--- src/rost_pkg.sv ---
// ----------------------------------------------------------------------------
// rost_pkg: shared definitions for the ray versus oriented box slab test
// Default widths and configuration register indexes.
// ----------------------------------------------------------------------------
package rost_pkg;

  localparam int COORD_WIDTH_DEF = 20;
  localparam int AXIS_WIDTH_DEF  = 16;
  localparam int CFG_ADDR_WIDTH  = 3;
  // Registers are 64 bits wide at most; bits above that always read as zero.
  localparam int REG_LIMIT       = 64;
  localparam int NUM_STAGES      = 6;

  typedef enum logic [CFG_ADDR_WIDTH-1:0] {
    REG_AXIS_X       = 3'd0,
    REG_AXIS_Y       = 3'd1,
    REG_AXIS_Z       = 3'd2,
    REG_BOX_POSITION = 3'd3,
    REG_BOUNDS_MIN   = 3'd4,
    REG_BOUNDS_MAX   = 3'd5
  } cfg_reg_t;

endpackage

--- src/rost_cfg.sv ---
// ----------------------------------------------------------------------------
// rost_cfg: box configuration registers
// Holds the three box axes, the box position and the local bounds.
// ----------------------------------------------------------------------------
module rost_cfg import rost_pkg::*; #(
  parameter int COORD_WIDTH = COORD_WIDTH_DEF,
  parameter int AXIS_WIDTH  = AXIS_WIDTH_DEF,
  parameter int CFG_WIDTH   = 3 * COORD_WIDTH
) (
  input  logic                        clk,
  input  logic                        rst,
  input  logic                        cfg_we,
  input  logic [CFG_ADDR_WIDTH-1:0]   cfg_addr,
  input  logic [CFG_WIDTH-1:0]        cfg_wdata,
  output logic [3*AXIS_WIDTH-1:0]     axis_x,
  output logic [3*AXIS_WIDTH-1:0]     axis_y,
  output logic [3*AXIS_WIDTH-1:0]     axis_z,
  output logic [3*COORD_WIDTH-1:0]    box_position,
  output logic [3*COORD_WIDTH-1:0]    bounds_min,
  output logic [3*COORD_WIDTH-1:0]    bounds_max
);

  localparam int AW3 = 3 * AXIS_WIDTH;
  localparam int CW3 = 3 * COORD_WIDTH;

  logic [AW3-1:0] wdata_axis;
  logic [CW3-1:0] wdata_coord;
  logic [AW3-1:0] axis_rst [3];

  // Bits beyond the 64-bit register limit are dropped on every write.
  always_comb begin
    for (int b = 0; b < AW3; b++) begin
      wdata_axis[b] = (b < REG_LIMIT) ? cfg_wdata[b] : 1'b0;
    end
    for (int b = 0; b < CW3; b++) begin
      wdata_coord[b] = (b < REG_LIMIT) ? cfg_wdata[b] : 1'b0;
    end
  end

  // Unit vectors: 1.0 in component k of axis k.
  always_comb begin
    for (int k = 0; k < 3; k++) begin
      axis_rst[k] = '0;
      if (k * AXIS_WIDTH + AXIS_WIDTH - 2 < REG_LIMIT) begin
        axis_rst[k][k * AXIS_WIDTH + AXIS_WIDTH - 2] = 1'b1;
      end
    end
  end

  always_ff @(posedge clk) begin
    if (rst) begin
      axis_x       <= axis_rst[0];
      axis_y       <= axis_rst[1];
      axis_z       <= axis_rst[2];
      box_position <= '0;
      bounds_min   <= '0;
      bounds_max   <= '0;
    end else if (cfg_we) begin
      case (cfg_reg_t'(cfg_addr))
        REG_AXIS_X:       axis_x       <= wdata_axis;
        REG_AXIS_Y:       axis_y       <= wdata_axis;
        REG_AXIS_Z:       axis_z       <= wdata_axis;
        REG_BOX_POSITION: box_position <= wdata_coord;
        REG_BOUNDS_MIN:   bounds_min   <= wdata_coord;
        REG_BOUNDS_MAX:   bounds_max   <= wdata_coord;
        default: ;
      endcase
    end
  end

endmodule

--- config.mk ---
export PLATFORM = sky130hd
export DESIGN_NAME = rost_cfg
export DESIGN_NICKNAME = d
export VERILOG_FILES = /design/src/rost_pkg.sv /design/src/rost_cfg.sv
export SDC_FILE = /design/constraint.sdc
export NUM_CORES = 1
export LEC_CHECK = 0
export ABC_CLOCK_PERIOD_IN_PS = 4860
export BUFFER_PORTS_ARGS = -buffer_cell sky130_fd_sc_hd__buf_2
export CAP_MARGIN = 25
export CORE_MARGIN = 2
export CORE_UTILIZATION = 40
export CTS_CLUSTER_SIZE = 40
export DETAILED_ROUTE_END_ITERATION = 6
export PLACE_DENSITY = 0.67
export SLEW_MARGIN = 5
export SYNTH_ARGS = -nofsm -noshare
export SYNTH_HDL_FRONTEND = slang
export SYNTH_SLANG_ARGS = --single-unit
--- constraint.sdc ---
create_clock -name clk -period 4.86 [get_ports clk]
set_clock_uncertainty 0.05 [all_clocks]
set_input_delay 1.458 -clock clk [delete_from_list [all_inputs] [get_ports clk]]
set_output_delay 1.458 -clock clk [all_outputs]
set_load 0.03 [all_outputs]
Word-level counts from Yosys, hierarchy flattened
Cells that the tools add are included.
{"block": "totals", "mem_count": 0, "latch_bits": 0, "ram_bits": 0, "in_bits": 66, "output_inout_bits": 324, "word_cells": 18, "ff_bits": 324, "rom_bits": 0}
{"block": "classes", "order_cmp": 0, "addsub": 0, "bitwise_logic": 0, "n_reduce_logical": 7, "muxes": 0, "div_mod_pow": 0, "n_shift": 0, "multipliers": 0, "eq_ne": 5}
{"cell": "2-bit AND reduction", "n": 6}
{"cell": "3-bit by 2-bit equality test with 1-bit output, second input constant", "n": 2}
{"cell": "3-bit equality test, second input constant", "n": 2}
{"cell": "3-bit by 1-bit equality test with 1-bit output, second input constant", "n": 1}
{"cell": "3-bit logical NOT", "n": 1}

Longest topological paths before layout
{"block": "depth", "depth_word": 2, "ltp_mapped": 5, "mapped_depth_nobuf": 2}

Worst setup path after synthesis
No wires, ideal clock.
{"block": "synth_timing", "path_kind": "in2reg", "from": "input port cfg_addr[1]", "to": "register axis_x[38]", "path_stages": 4, "setup_time_ns": 0.124, "path_buffers": 2, "slack_ns": 2.315, "arrival_time_ns": 2.371, "required_ns": 4.686, "path_cell_list": "or4b_1 > buf_6 > buf_12 > mux2i_1"}
{"block": "synth_via", "elab_chain_len": 2}
{"item": "start, declared", "line_no": "rost_cfg.sv:13", "source": "input logic [CFG_ADDR_WIDTH-1:0] cfg_addr,"}
{"item": "3-bit logical NOT", "line_no": "rost_cfg.sv:59", "source": "case (cfg_reg_t'(cfg_addr))"}
{"item": "2-bit AND reduction (no source line)"}
{"item": "end signal, assigned", "line_no": "rost_cfg.sv:52", "source": "axis_x <= axis_rst[0];"}
{"item": "end signal, assigned", "line_no": "rost_cfg.sv:60", "source": "REG_AXIS_X: axis_x <= wdata_axis;"}
{"item": "end, declared", "line_no": "rost_cfg.sv:15", "source": "output logic [3*AXIS_WIDTH-1:0] axis_x,"}
No other way between the ends.
A chain may end at the register's enable or synchronous reset.

Worst setup path after layout
{"block": "layout_timing", "from": "input port cfg_addr[0]", "to": "register bounds_min[19]"}
{"block": "layout_via", "elab_chain_len": 2}
{"item": "3-bit equality test", "line_no": "rost_cfg.sv:59"}
{"item": "2-bit AND reduction (no source line)"}
{"item": "end signal, assigned", "line_no": "rost_cfg.sv:64", "source": "REG_BOUNDS_MIN: bounds_min <= wdata_coord;"}
{"item": "end, declared", "line_no": "rost_cfg.sv:19", "source": "output logic [3*COORD_WIDTH-1:0] bounds_min,"}
No other way between the ends.

==> run metrics <==
CTS Root Cell=clkbuf_16; Die Y=182 um; vias in the first global route=9139; IO Count=390; Synth Area in Compound Gates=0; clk slew on worst S/H paths=0.05 ns; post-synthesis adder-cell area fraction=0; Post-CTS Setup Bufs=0; first-pass GRT wire length=52.5 mm; Routed WL=34.4 mm; Post-CTS Hold Fix Bufs=0; met3 usage=0.0640; Synth Area in XOR/XNOR=0; sequential fraction of the synthesis area=0.514; Critical Path Most Common Cell=buf_4; Slowest Stage Delay on Critical Path=0.66 ns; Finish-stage setup viols=0; final design utilization=0.514; P per Cell Area=369 nW/um2; area delta synth->final=27.6%; DR WL/cell=18.0 um; vias=9137; grt met1 use=0.245; multiplexer share of the synthesized area=0.257; LEAKAGE=8.58 nW; First-pass DRT Iterations=4; CP Class=in2reg; Slew Limit Fails=0; grt ovf=0; Initial Util=0.403; Buf+Inv Stages, Crit Path=3; crit share post-route=0.589; layout cells sized above 1=0.309; Slew headroom=0.313; simple-gate share of the synthesized area=0.198; CP Data Required Time=5.22 ns; CP endpoint kind=register; H-tree depth=2; Die Wd=182 um; Slew @ Worst Pin=1.03 ns; setup TNS=0 ns; DR iter-0 viols=413; outcome=complete, no violations; CP arrival=3.22 ns; Worst Hold Class=reg2reg; Hold WS=0.417 ns; Mapped Cells=1126; register bit total from synthesis=324; RSZ-0062 raised after global routing=false; post-synthesis average cell area=11.2 um2; Final #Nets=1553; MaxCap Viol Count=0; peak supply drop=250 uV; GR peak layer=met2; clk_lat worst skew=0.50 ns; cell area after synthesis=12600 um2; gr usage total=0.201; Rows=65; routed vias/inst=4.77; dpl hpwl=23.4 mm; clock buffer count from CTS=36; antenna violations before repair=3; Slowest-stage cell, CP=buf_4; DRC viols=0; CTS tree=yes; Total Power=5.94 mW; min cycle time layout=2.86 ns; Fillers=2864; routability cong.=0.773; Worst Setup Slack, final=2.00 ns; CTS resizes=0; Die Area=33000 um2; crit-path cells=buf_2, nand4bb_4, buf_4, buf_4, mux2i_1; Ant. Diodes=0; Top delay family on crit path=buffers and inverters; Yosys cell types=16; antenna-violating nets left=0; GRT met2 Usage=0.339; clock sinks=324; Max clock buf depth=3; Core Box Area=31300 um2; Mapped Nets=1192; CP Max Fanout=35; Buffers on Ports=389; largest net degree at the start of global routing=116; Fin. Hold Viols=0; Max Freq=0.349 GHz; Place WS=1.41 ns; largest family of logic cells by synthesized area=multiplexers; Ys Warns=0; Setup crit start kind=input port
-- flip-flops by register name, summed over array words and instances, names as in the netlist --
signal,cells
axis_x,48
axis_y,48
axis_z,48
bounds_max,60
bounds_min,60
box_position,60
-- synth_stat cells (all sizes together) --
master | instances | area (um2)
or4b | 1 | 10.0
nor2 | 6 | 22.5
and4b | 1 | 11.3
nand4bb | 3 | 33.8
nand4b | 2 | 17.5
nor4b | 1 | 8.76
nand2b | 381 | 2380
mux2i | 324 | 3240
and4bb | 1 | 12.5
clkbuf | 45 | 169
buf | 37 | 220
dfxtp | 324 | 6490
-- logic make-up after synthesis --
| logic type | count (synthesis) |
|---|---|
| AND/OR/NAND/NOR | 396 |
| buffers and inverters | 82 |
| multiplexers | 324 |
| flip-flops | 324 |
-- through the flow --
step / cells / cell area (um2)
finish: 1915 / 16100
global route: 1915 / 16100
CTS: 1914 / 16100
detailed placement: 1850 / 14900
global placement: 1850 / 14900
floorplan: 1126 / 12600
-- cell type report --
| type | instances | area (um2) | share of cell area |
|---|---|---|---|
| tap | 402 | 503 | 0.0312 |
| clock buffer | 52 | 1050 | 0.0654 |
| sequential | 324 | 6490 | 0.403 |
| clock inverter | 12 | 138 | 0.00855 |
| timing repair buffer | 405 | 2120 | 0.132 |
| multi-input combinational | 720 | 5800 | 0.360 |
-- final timing paths --
kind,slack [ns],end,cells after the start,startpoint
worst max-delay path,2.00,bounds_min[19]$_SDFFE_PP0P_,5,cfg_addr[0]
worst min-delay path,0.42,box_position[6]$_SDFFE_PP0P_,2,box_position[6]$_SDFFE_PP0P_
worst max register to register,4.15,axis_y[16]$_SDFFE_PP0P_,2,axis_y[16]$_SDFFE_PP0P_
worst min register to register,0.42,box_position[6]$_SDFFE_PP0P_,2,box_position[6]$_SDFFE_PP0P_
-- power by group --
group          internal (mW)  switching, mW
sequential              2.72         0.0294
combinational          0.178          0.307
clock                   1.66           1.05
-- worst min-delay path: stages (launching register included) --
cell      delay [ns]
dfxtp_1         0.30
nand2b_1        0.06
mux2i_1         0.06
-- cells in the final DEF (no fill, tap or decap), types with 2 or more instances in the layout --
master and instances:
buf_2 388, nand2b_1 381, mux2i_1 324, dfxtp_1 324
clkbuf_16 37, buf_4 12, clkinv_2 8, clkbuf_1 8
clkbuf_8 7, nor2_1 6, buf_12 4, nand4bb_4 3
bufinv_16 3, nand4b_1 2
-- layer usage --
layer | up-vias | wire length [um]
li1 | 4423 | -
met1 | 4333 | 14500
met2 | 307 | 16000
met3 | 68 | 2900
met4 | 6 | 927
met5 | - | 30
(Power assumes the default switching activity.)
